**config.mk**
```make
export PLATFORM = sky130hd
export DESIGN_NAME = timestamp_sequence_id_generator
export DESIGN_NICKNAME = d
export VERILOG_FILES = /design/src/hw/rtl/tsg_pkg.sv /design/src/hw/rtl/tsg_cfg.sv /design/src/hw/rtl/tsg_seq.sv /design/src/hw/rtl/tsg_compose.sv /design/src/hw/rtl/timestamp_sequence_id_generator.sv
export SDC_FILE = /design/constraint.sdc
export NUM_CORES = 1
export LEC_CHECK = 0
export BUFFER_PORTS_ARGS = -buffer_cell sky130_fd_sc_hd__buf_2
export CAP_MARGIN = 10
export CORE_MARGIN = 2
export CORE_UTILIZATION = 45
export CTS_BUF_LIST = sky130_fd_sc_hd__clkbuf_16
export CTS_CLUSTER_SIZE = 20
export DETAILED_ROUTE_END_ITERATION = 8
export GPL_TIMING_DRIVEN = 0
export PLACE_DENSITY = 0.63
export REMOVE_ABC_BUFFERS = 1
export SYNTH_ARGS = -nofsm -noshare
export SYNTH_HDL_FRONTEND = slang
export SYNTH_HIERARCHICAL = 1
export SYNTH_SLANG_ARGS = --single-unit
export TNS_END_PERCENT = 30
```
**constraint.sdc**
```tcl
create_clock -name clk -period 7.2 [get_ports clk]
set_input_delay 0.36 -clock clk [delete_from_list [all_inputs] [get_ports clk]]
set_output_delay 0.36 -clock clk [all_outputs]
set_load 0.03 [all_outputs]
```
**src/hw/rtl/tsg_pkg.sv**
```systemverilog
package tsg_pkg;

	// result status carried on the output tuser
	typedef enum logic [1:0] {
		ST_ISSUED    = 2'd0,
		ST_BEHIND    = 2'd1,
		ST_EXHAUSTED = 2'd2
	} status_t;

	// configuration register indexes
	localparam logic [2:0] REG_DC_BITS  = 3'd0;
	localparam logic [2:0] REG_WK_BITS  = 3'd1;
	localparam logic [2:0] REG_SQ_BITS  = 3'd2;
	localparam logic [2:0] REG_TS_BITS  = 3'd3;
	localparam logic [2:0] REG_DC_IDENT = 3'd4;
	localparam logic [2:0] REG_WK_IDENT = 3'd5;
	localparam logic [2:0] REG_REV_DC   = 3'd6;

	localparam logic [4:0] MAX_FIELD_BITS = 5'd16;
	localparam logic [4:0] MAX_SEQ_BITS   = 5'd22;

	typedef struct packed {
		logic [4:0]  dc_bits;
		logic [4:0]  wk_bits;
		logic [4:0]  sq_bits;
		logic [5:0]  ts_bits;
		logic [15:0] dc_ident;
		logic [15:0] wk_ident;
		logic        rev_dc;
	} cfg_t;

	// decision for one request
	typedef struct packed {
		status_t     status;
		logic [22:0] seq;
	} dec_t;

endpackage

```
**src/hw/rtl/tsg_cfg.sv**
```systemverilog
module tsg_cfg (
	input  logic           clk,
	input  logic           arst_n,
	input  logic           wr_en,
	input  logic [2:0]     wr_addr,
	input  logic [15:0]    wr_data,
	output tsg_pkg::cfg_t  cfg
);

	tsg_pkg::cfg_t cfg_q;

	always_ff @(posedge clk or negedge arst_n) begin
		if (!arst_n) begin
			cfg_q.dc_bits  <= 5'd5;
			cfg_q.wk_bits  <= 5'd5;
			cfg_q.sq_bits  <= 5'd12;
			cfg_q.ts_bits  <= 6'd41;
			cfg_q.dc_ident <= 16'd0;
			cfg_q.wk_ident <= 16'd0;
			cfg_q.rev_dc   <= 1'b0;
		end else if (wr_en) begin
			unique case (wr_addr)
				tsg_pkg::REG_DC_BITS:  cfg_q.dc_bits  <= wr_data[4:0];
				tsg_pkg::REG_WK_BITS:  cfg_q.wk_bits  <= wr_data[4:0];
				tsg_pkg::REG_SQ_BITS:  cfg_q.sq_bits  <= wr_data[4:0];
				tsg_pkg::REG_TS_BITS:  cfg_q.ts_bits  <= wr_data[5:0];
				tsg_pkg::REG_DC_IDENT: cfg_q.dc_ident <= wr_data;
				tsg_pkg::REG_WK_IDENT: cfg_q.wk_ident <= wr_data;
				tsg_pkg::REG_REV_DC:   cfg_q.rev_dc   <= wr_data[0];
				default: ;
			endcase
		end
	end

	assign cfg = cfg_q;

endmodule

```
**src/hw/rtl/tsg_seq.sv**
```systemverilog
module tsg_seq #(
	parameter int TIME_WIDTH = 63
) (
	input  logic                  clk,
	input  logic                  arst_n,
	input  logic                  upd,
	input  logic [TIME_WIDTH-1:0] now,
	input  logic [4:0]            sq_bits,
	output tsg_pkg::dec_t         dec
);

	logic [TIME_WIDTH-1:0] last_time_q;
	logic [22:0]           next_seq_q;
	logic [4:0]            sqw;
	logic [22:0]           seq_max;
	logic                  newer;
	logic                  behind;
	logic                  exhausted;
	logic [22:0]           eff_seq;

	always_comb begin
		sqw       = (sq_bits > tsg_pkg::MAX_SEQ_BITS) ? tsg_pkg::MAX_SEQ_BITS : sq_bits;
		seq_max   = ~({23{1'b1}} << sqw);
		newer     = now > last_time_q;
		behind    = now < last_time_q;
		// a newer timestamp restarts the sequence
		eff_seq   = newer ? 23'd0 : next_seq_q;
		exhausted = eff_seq > seq_max;
		dec.seq   = eff_seq;
		if (behind) begin
			dec.status = tsg_pkg::ST_BEHIND;
		end else if (exhausted) begin
			dec.status = tsg_pkg::ST_EXHAUSTED;
		end else begin
			dec.status = tsg_pkg::ST_ISSUED;
		end
	end

	always_ff @(posedge clk or negedge arst_n) begin
		if (!arst_n) begin
			last_time_q <= '0;
			next_seq_q  <= '0;
		end else if (upd && !behind) begin
			if (newer) begin
				last_time_q <= now;
			end
			next_seq_q <= exhausted ? eff_seq : eff_seq + 23'd1;
		end
	end

endmodule

```
**src/hw/rtl/tsg_compose.sv**
```systemverilog
module tsg_compose #(
	parameter int TIME_WIDTH = 63
) (
	input  logic [TIME_WIDTH-1:0] now,
	input  logic [21:0]           seq,
	input  tsg_pkg::cfg_t         cfg,
	output logic [62:0]           id
);

	function automatic logic [15:0] low_mask16(input logic [4:0] w);
		logic [31:0] m;
		m = ~({32{1'b1}} << w);
		return m[15:0];
	endfunction

	function automatic logic [15:0] rev16(input logic [15:0] v);
		logic [15:0] r;
		for (int i = 0; i < 16; i++) begin
			r[i] = v[15-i];
		end
		return r;
	endfunction

	logic [4:0]  dcw;
	logic [4:0]  wkw;
	logic [4:0]  sqw;
	logic [5:0]  shamt;
	logic [15:0] dc_m;
	logic [15:0] dc_rev;
	logic [15:0] dc_sel;
	logic [15:0] wk_m;
	logic [63:0] ts_mask;
	logic [63:0] ts;
	logic [63:0] mid;
	logic [63:0] id64;

	always_comb begin
		dcw   = (cfg.dc_bits > tsg_pkg::MAX_FIELD_BITS) ? tsg_pkg::MAX_FIELD_BITS : cfg.dc_bits;
		wkw   = (cfg.wk_bits > tsg_pkg::MAX_FIELD_BITS) ? tsg_pkg::MAX_FIELD_BITS : cfg.wk_bits;
		sqw   = (cfg.sq_bits > tsg_pkg::MAX_SEQ_BITS) ? tsg_pkg::MAX_SEQ_BITS : cfg.sq_bits;
		shamt = {1'b0, sqw} + {1'b0, wkw} + {1'b0, dcw};
		dc_m  = cfg.dc_ident & low_mask16(dcw);
		wk_m  = cfg.wk_ident & low_mask16(wkw);
		// reverse all 16 bits, then slide the field back down to its width
		dc_rev  = rev16(dc_m) >> (tsg_pkg::MAX_FIELD_BITS - dcw);
		dc_sel  = cfg.rev_dc ? dc_rev : dc_m;
		ts_mask = ~({64{1'b1}} << cfg.ts_bits);
		ts      = {{(64-TIME_WIDTH){1'b0}}, now} & ts_mask;
		mid     = ({48'd0, dc_sel} << wkw) | {48'd0, wk_m};
		id64    = (ts << shamt) | (mid << sqw) | {42'd0, seq};
		id      = id64[62:0];
	end

endmodule

```
**src/hw/rtl/timestamp_sequence_id_generator.sv**
```systemverilog
// timestamp and sequence ID generator
//
// input stream (s_*): one word per ID request, s_tdata[62:0] = current time.
// output stream (m_*): one word per request, m_tdata[62:0] = ID, m_tuser =
//   status (issued, clock behind, sequence exhausted); the ID is zero unless
//   the status is issued, and a refused requester simply retries later.
// config channel (cfg_*): register index on cfg_addr, value on cfg_data;
//   always ready, to be written while no request is in flight.
// an accepted word passes the input register, then the output register.
// throughput: one word per cycle while m_tready is high; the loop that sets
//   it is the compare of time against last time and the sequence increment.
// the input register and the output register decouple both sides, so a new
//   request is taken while an earlier result waits; when m_tready is low the
//   result holds and s_tready drops only once both registers are full.
// reset clears the last time and sequence to zero, loads the register
//   defaults (5/5/12/41 bit fields, zero identifiers, no reversal) and empties
//   the pipeline.
module timestamp_sequence_id_generator #(
	parameter int TIME_WIDTH = 63
) (
	input  logic        clk,
	input  logic        arst_n,
	input  logic        s_tvalid,
	output logic        s_tready,
	input  logic [63:0] s_tdata,   // [62:0] now_time, [63] zero
	output logic        m_tvalid,
	input  logic        m_tready,
	output logic [63:0] m_tdata,   // [62:0] id_value, [63] zero
	output logic [1:0]  m_tuser,   // [1:0] status
	input  logic        cfg_valid,
	output logic        cfg_ready,
	input  logic [2:0]  cfg_addr,
	input  logic [15:0] cfg_data
);

	tsg_pkg::cfg_t   cfg;
	tsg_pkg::dec_t   dec;
	tsg_pkg::status_t status_s2;

	logic                  valid_s1;
	logic [TIME_WIDTH-1:0] now_s1;
	logic                  valid_s2;
	logic [62:0]           id_s2;
	logic [62:0]           id;
	logic                  adv;

	assign cfg_ready = 1'b1;

	// stage 1 moves on whenever the output register is free or being drained
	assign adv      = valid_s1 && (!valid_s2 || m_tready);
	assign s_tready = !valid_s1 || adv;

	tsg_cfg u_cfg (
		.clk     (clk),
		.arst_n  (arst_n),
		.wr_en   (cfg_valid && cfg_ready),
		.wr_addr (cfg_addr),
		.wr_data (cfg_data),
		.cfg     (cfg)
	);

	// state commits only when the word leaves stage 1
	tsg_seq #(.TIME_WIDTH(TIME_WIDTH)) u_seq (
		.clk     (clk),
		.arst_n  (arst_n),
		.upd     (adv),
		.now     (now_s1),
		.sq_bits (cfg.sq_bits),
		.dec     (dec)
	);

	tsg_compose #(.TIME_WIDTH(TIME_WIDTH)) u_compose (
		.now (now_s1),
		.seq (dec.seq[21:0]),
		.cfg (cfg),
		.id  (id)
	);

	always_ff @(posedge clk or negedge arst_n) begin
		if (!arst_n) begin
			valid_s1 <= 1'b0;
			valid_s2 <= 1'b0;
		end else begin
			if (s_tvalid && s_tready) begin
				valid_s1 <= 1'b1;
			end else if (adv) begin
				valid_s1 <= 1'b0;
			end
			if (adv) begin
				valid_s2 <= 1'b1;
			end else if (m_tready) begin
				valid_s2 <= 1'b0;
			end
		end
	end

	always_ff @(posedge clk) begin
		if (s_tvalid && s_tready) begin
			now_s1 <= s_tdata[TIME_WIDTH-1:0];
		end
		if (adv) begin
			status_s2 <= dec.status;
			id_s2     <= (dec.status == tsg_pkg::ST_ISSUED) ? id : 63'd0;
		end
	end

	assign m_tvalid = valid_s2;
	assign m_tdata  = {1'b0, id_s2};
	assign m_tuser  = status_s2;

	// a refused request never carries an ID
	a_refused_zero: assert property (@(posedge clk) disable iff (!arst_n)
		valid_s2 && status_s2 != tsg_pkg::ST_ISSUED |-> id_s2 == 63'd0)
		else $error("refused request carries a nonzero id");

	// an issued sequence number always fits the widest sequence field
	a_seq_range: assert property (@(posedge clk) disable iff (!arst_n)
		adv && dec.status == tsg_pkg::ST_ISSUED |-> dec.seq[22] == 1'b0)
		else $error("issued sequence number out of range");

	// an empty output register never blocks the input side
	a_no_false_stall: assert property (@(posedge clk) disable iff (!arst_n)
		!valid_s2 |-> s_tready)
		else $error("input stalled with empty output register");

	// every word leaving stage 1 lands in the output register
	a_adv_lands: assert property (@(posedge clk) disable iff (!arst_n)
		adv |=> valid_s2)
		else $error("advanced word lost");

endmodule
```
======== Yosys cells after proc, flatten, opt, wreduce, memory -nomap -nowiden ========
Index checks and enable logic that the tools add are counted.
word-level totals
  RAM bits ................................ 0
  latch bits .............................. 0
  input bits .............................. 88
  memories kept ........................... 0
  output and inout port bits .............. 69
  word-level logic and storage cells ...... 80
  flip-flop bits (word level) ............. 270
  memory bits (read-only) ................. 0
cells by class
  reductions and logical operators ........ 20
  add/subtract/negate cells ............... 4
  multiply operators ...................... 0
  div/mod/pow operators ................... 0
  bitwise operators ....................... 10
  eq/ne operators ......................... 6
  shift operators ......................... 8
  multiplexer cells ....................... 12
  magnitude comparators ................... 6
operators by type and width
  cell                     count
  $and A63 B64 Y64         1
  $not A64 Y64             1
  $or A64 B16 Y64          1
  $shl A16 B5 Y64          1
  $shl A32 B5 Y16 const A  2
  $shl A64 B5 Y63          1
  $shl A64 B6 Y63          1
  $shl A64 B6 Y64 const A  1
  $gt A63 B63 Y1           1
  $lt A63 B63 Y1           1
  $or A63 B22 Y63          1
  $or A63 B63 Y63          1
  $mux W23                 2
  $and A16 B16 Y16         2
  $not A16 Y16             2
  $add A23 B1 Y23 const B  1
  $gt A23 B23 Y1           1
  $not A23 Y23             1
  $shl A23 B5 Y23 const A  1
  $mux W16                 1
  $reduce_and A2 Y1        8
  $shr A16 B5 Y16          1
  $gt A5 B5 Y1 const B     3
  $mux W5                  3
  14 further kinds         27

======== Longest topological paths before layout ========
  depth after elaboration ................. 12
  mapped depth ............................ 25

======== Hierarchy ========
The synthesis kept the hierarchy.
by module, submodules not included
  module                           instances  cells each  area an instance (um^2)
  tsg_compose                      1          1676        10548.9
  tsg_seq                          1          712         6050.8
  timestamp_sequence_id_generator  1          210         4443.0
  tsg_cfg                          1          120         2172.1

======== Least setup slack after synthesis ========
No wires, ideal clock.
  path kind ............................... register to register
  from .................................... register u_cfg/cfg[42] (netlist name)
  to ...................................... register id_s2[42], data pin
  clock period less this slack ............ 5394 ps
  arrival ................................. 5138 ps
  path buffers ............................ 6
  stages on the path, launching flop included .. 21
  path slack .............................. 1806 ps
  required time ........................... 6944 ps
  cells stage by stage .................... dfstp_2 > inv_1 > clkbuf_1 > o21ai_1 > inv_1 > clkbuf_1 > clkbuf_1 > fa_1 > inv_1 > ha_1 > fa_1 > inv_1 > buf_1 > clkbuf_1 > clkbuf_1 > mux2i_1 > o211ai_1 > o21ai_0 > a221oi_1 > o21ai_0 > and2_2
between the ends
  elaborated cells between the ends (all ways) .. 14
  classes of those cells .................. 2 x add/sub; 2 x order compare; 3 x shift; 3 x mux; 3 x bitwise; 1 x reduce/logical
RTL lines
  what                    line                                    text
  $gt A5 B5 Y1            tsg_compose.sv:40                       sqw = (cfg.sq_bits > tsg_pkg::MAX_SEQ_BITS) ? tsg_pkg::MAX_SEQ_BITS : cfg.sq_bits;
  $mux W5 *               tsg_compose.sv:40
  $add A5 B5 Y6           tsg_compose.sv:41                       shamt = {1'b0, sqw} + {1'b0, wkw} + {1'b0, dcw};
  $add A6 B5 Y6           tsg_compose.sv:41
  $shl A64 B6 Y63         tsg_compose.sv:50                       id64 = (ts << shamt) | (mid << sqw) | {42'd0, seq};
  $or A63 B63 Y63 *       tsg_compose.sv:50
  $or A63 B22 Y63 *       tsg_compose.sv:50
  named net id[42]        timestamp_sequence_id_generator.sv:44   logic [62:0] id;
  end signal: assignment  timestamp_sequence_id_generator.sv:103  id_s2 <= (dec.status == tsg_pkg::ST_ISSUED) ? id : 63'd0;
  end: declaration        timestamp_sequence_id_generator.sv:43   logic [62:0] id_s2;
The timed path passes the listed nets; every way through them passes the cells marked *.
A chain may end at the register's enable or synchronous reset.

======== Worst setup path in the final report ========
  from .................................... register u_cfg.cfg_q, in the netlist u_cfg/cfg[53]
  to ...................................... register id_s2[41], data pin
between the ends
  longest elaborated chain between the ends .. 12
  elaborated cells between the ends (all ways) .. 15
  classes of those cells .................. 2 x add/sub; 1 x order compare; 5 x shift; 2 x mux; 5 x bitwise
RTL lines
  what                line                                   text
  start: declaration  tsg_cfg.sv:10                          tsg_pkg::cfg_t cfg_q;
  $gt A5 B5 Y1        tsg_compose.sv:38                      dcw = (cfg.dc_bits > tsg_pkg::MAX_FIELD_BITS) ? tsg_pkg::MAX_FIELD_BITS : cfg.dc_bits;
  $mux W5 *           tsg_compose.sv:38
  $shl A32 B5 Y16     tsg_compose.sv:12                      m = ~({32{1'b1}} << w);
  $not A16 Y16        tsg_compose.sv:12
  $and A16 B16 Y16    tsg_compose.sv:42                      dc_m = cfg.dc_ident & low_mask16(dcw);
  $shr A16 B5 Y16     tsg_compose.sv:45                      dc_rev = rev16(dc_m) >> (tsg_pkg::MAX_FIELD_BITS - dcw);
  $mux W16            tsg_compose.sv:46                      dc_sel = cfg.rev_dc ? dc_rev : dc_m;
  $shl A16 B5 Y64     tsg_compose.sv:49                      mid = ({48'd0, dc_sel} << wkw) | {48'd0, wk_m};
  $or A64 B16 Y64     tsg_compose.sv:49
  $shl A64 B5 Y63     tsg_compose.sv:50
  $or A63 B63 Y63 *   tsg_compose.sv:50
  $or A63 B22 Y63 *   tsg_compose.sv:50
  named net id[41]    timestamp_sequence_id_generator.sv:44
Marks and branches as above.

==> metrics.md <==
| Metric | Value |
|---|---|
| Peak VDD IR | 0.0003967 V |
| Die area | roughly 53,000 sq um |
| Critical path class | reg2reg |
| P&R area growth vs syn | 12.80% |
| Grt ovf | 0 |
| Root Buffer | clkbuf_16 |
| Commonest non-fill, non-tap cell in the layout | nand2_1 |
| Number of synthesized register bits | 270 |
| # rows | 83 |
| Detail Placement HPWL | 63.53 mm |
| Final WL | between 80 and 90 mm |
| Gpl congestion | a little over 1 |
| DR iter-0 viols | between 3,000 and 4,000 |
| Cells after Synth | around 2,700 |
| Max cap viols | 0 |
| Max Slew Vio Count | 0 |
| Area contributors post-synth | edfxtp_1, dfrtp_1, mux2i_1, ha_1, o21ai_0 |
| Post-synth EDFFs | around 130 |
| Unique masters post-synth | 130 |
| Layout cells sized above 1 | 16.38% |
| Least-Margin Pin Slew | ~1.2 ns |
| Vias in the first global route | 20,850 |
| Clk pin slew, worst setup/hold paths | about 0.070 ns |
| CTS tree | built |
| Routed vias | 22,390 |
| Crit path arrival time | between 7 and 8 ns |
| WL/cell | 24.18 um |
| Setup violators final | 0 |
| Fin crit period | 6.874 ns |
| Total track usage | a little under a third |
| Most frequent cells in the layout | nand2_1, o21ai_0, nor2_1, a21oi_1, buf_2 |
| Startpoint type of the worst setup path | register |
| Fmax | between 0.1 and 0.15 GHz |
| I/O Buffers | 153 |
| Final-layout fill cell count | between 4,000 and 5,000 |
| Drc violations | 0 |
| Commonest register cell after synthesis | dfrtp_1 |
| Worst hold path class | in2reg |
| Synthesized area | 23,210 sq um |
| Top cell type's share of synthesized area | approximately 17% |
| Post-CTS Setup Bufs | 0 |
| Chip height | between 200 and 250 um |
| Vias per Instance | ~6.4 |
| Status | complete, no violations |
| CP endpoint kind | register |
| Static leakage power | around 11 nW |
| Largest area contributor in the netlist | edfxtp_1 |
| H-tree depth | 1 |
| CORE AREA | just over 50,000 sq um |
| Final Hold Fails | 0 |
| Register area share after synthesis | a little under a third |
| RSZ-0062 raised after global routing | no |
| Hold slack | 0.08138 ns |
| Crit-path max FO | between 40 and 50 |
| First-pass GRT wire length | between 100 and 150 mm |
| Largest net degree at the start of global routing | 73 |
| Initial antenna violation count | 2 |
| Fin crit share | 95.47% |
| Async set-reset flop share out of synthesis | ~53% |
| Worst Path Required | 7.51 ns |
| Worst slew slack as a fraction of its limit | between 10% and 20% |
| Clk_lat worst skew | roughly 0.57 ns |
| Setup tns final | 0 ns |
| Chip width | between 200 and 250 um |
| TritonCTS buffer count | 29 |
| Fin nets | 2,978 |
| Final ANT Viol Nets | 0 |
| DR pass1 iterations | 6 |
| PD cells | 484.3 nW/um^2 |
| Starting Density | between 40% and 50% |
| CTS sink cnt | 270 |
| CTS Buffer Depth | 3 |
| # IOs | roughly 160 |
| Ys Warns | 6 |
| Clk_skew | about 0.017 ns |
| Syn avg cell area | between 8 and 9 sq um |
metal layers:
metal  GRT usage, %  routed length, um  vias up
li1               -                  -    10340
met4          7.843               2247        0
met5              0                  0        -
met2          48.69              37920     1118
met3          5.659               6948      141
met1          43.91              37410    10790
what timing repair did:
item | 4_1_cts | 5_1_grt
hold buffers | 65 | 0
cloned | 0 | 1
setup endpoints to repair | 63 | 38
hold endpoints to repair | 129 | 0
pin swaps | 0 | 2
gates resized for setup | 4 | 9
registers in the layout, summed over array words and instances (netlist names):
signal,count
id_s2,63
m_tvalid,1
u_cfg/cfg,54
valid_s1,1
m_tuser,2
u_seq/next_seq_q,23
u_seq/last_time_q,63
now_s1,63
final timing paths:
check,start,endpoint,slack [ns],cells after the start
worst max-delay path,u_cfg/cfg[53],id_s2[41],0.33,16
worst max register to register,u_cfg/cfg[53],id_s2[41],0.33,16
min in group asynchronous,arst_n,u_seq/next_seq_q[22],0.37,2
worst min register to register,valid_s1,m_tvalid,0.50,1
worst min-delay path,cfg_data[10],u_cfg/cfg[11],0.08,2
max in group asynchronous,arst_n,u_cfg/cfg[36],5.93,3
power breakdown:
group	internal [mW]	total (mW)	switching (mW)
clock network	0.816	1.44	0.625
logic	3.08	9.19	6.10
registers	1.75	2.05	0.302
cells in the mapped netlist (all sizes together), types with 9 or more instances:
library cell and n:
nor2b 28, mux2 80, and3 22, nand2 302
o21a 24, a22oi 18, clkbuf 156, nand2b 16
a31oi 22, o21ai 247, a221oi 19, nand4 32
edfxtp 128, nor4 24, a211o 20, dfrtp 133
o32ai 10, or2 12, inv 109, a21oi 176
or4 9, o22ai 25, buf 45, ha 94
a21o 37, and2 89, nor2 190, o211ai 53
nand3b 11, o32a 10, xnor2 16, dfstp 9
nor3 48, mux2i 120, a211oi 45, a221o 11
nand3 80, a311oi 10, o31ai 32, o221ai 15
or3 21
per-stage QoR:
stage	utilization, %	cells	power, mW	instance area [sq um]	worst slack, ns
after floorplan	-	2517	7.628	22340	-2.394
after global placement	46.78	3350	10.46	23950	-6.270
after detailed placement	47.89	3372	10.75	24520	-1.743
after CTS	50.99	3491	12.26	26110	0.01100
after global routing	51.14	3494	13.31	26180	0.01446
final	51.15	3495	12.68	26190	0.3264
logic make-up after synthesis:
logic type,count (synthesis),share of synthesized area [%]
AO/OA/AOI/OAI,883,26.02
flip-flops,270,31.91
buffers and inverters,315,5.638
AND/OR/NAND/NOR,923,20.42
XOR/XNOR,20,0.7545
multiplexers,205,9.718
other,3,0.04850
adder cells (fa/ha/maj),99,5.497
worst max-delay path, cell delays in order (launching register included):
cell and delay [ns]:
dfrtp_4 0.78, nand2b_2 0.48, clkinv_2 0.35, ha_1 0.91, nor2b_1 0.37, o211ai_1 0.35, o221ai_1 0.42, or3_1 0.44
a21oi_1 0.33, nor3_1 0.12, a2111oi_0 0.37, a21oi_1 0.18, a21oi_1 0.39, nand2_1 0.12, a32oi_1 0.52, o221ai_1 0.24
and2_1 0.21
area by class of cell:
type | count | area, sq um | area share [%]
multi-input combinational | 2134 | 14640 | 55.90
inverter | 114 | 439.2 | 1.677
antenna | 1 | 2.502 | 0.009556
clock inverter | 23 | 155.1 | 0.5925
clock buffer | 31 | 775.7 | 2.962
tap | 680 | 850.8 | 3.249
sequential | 270 | 7418 | 28.33
timing repair buffer | 242 | 1906 | 7.277
Power figures use the tool's default switching activity.
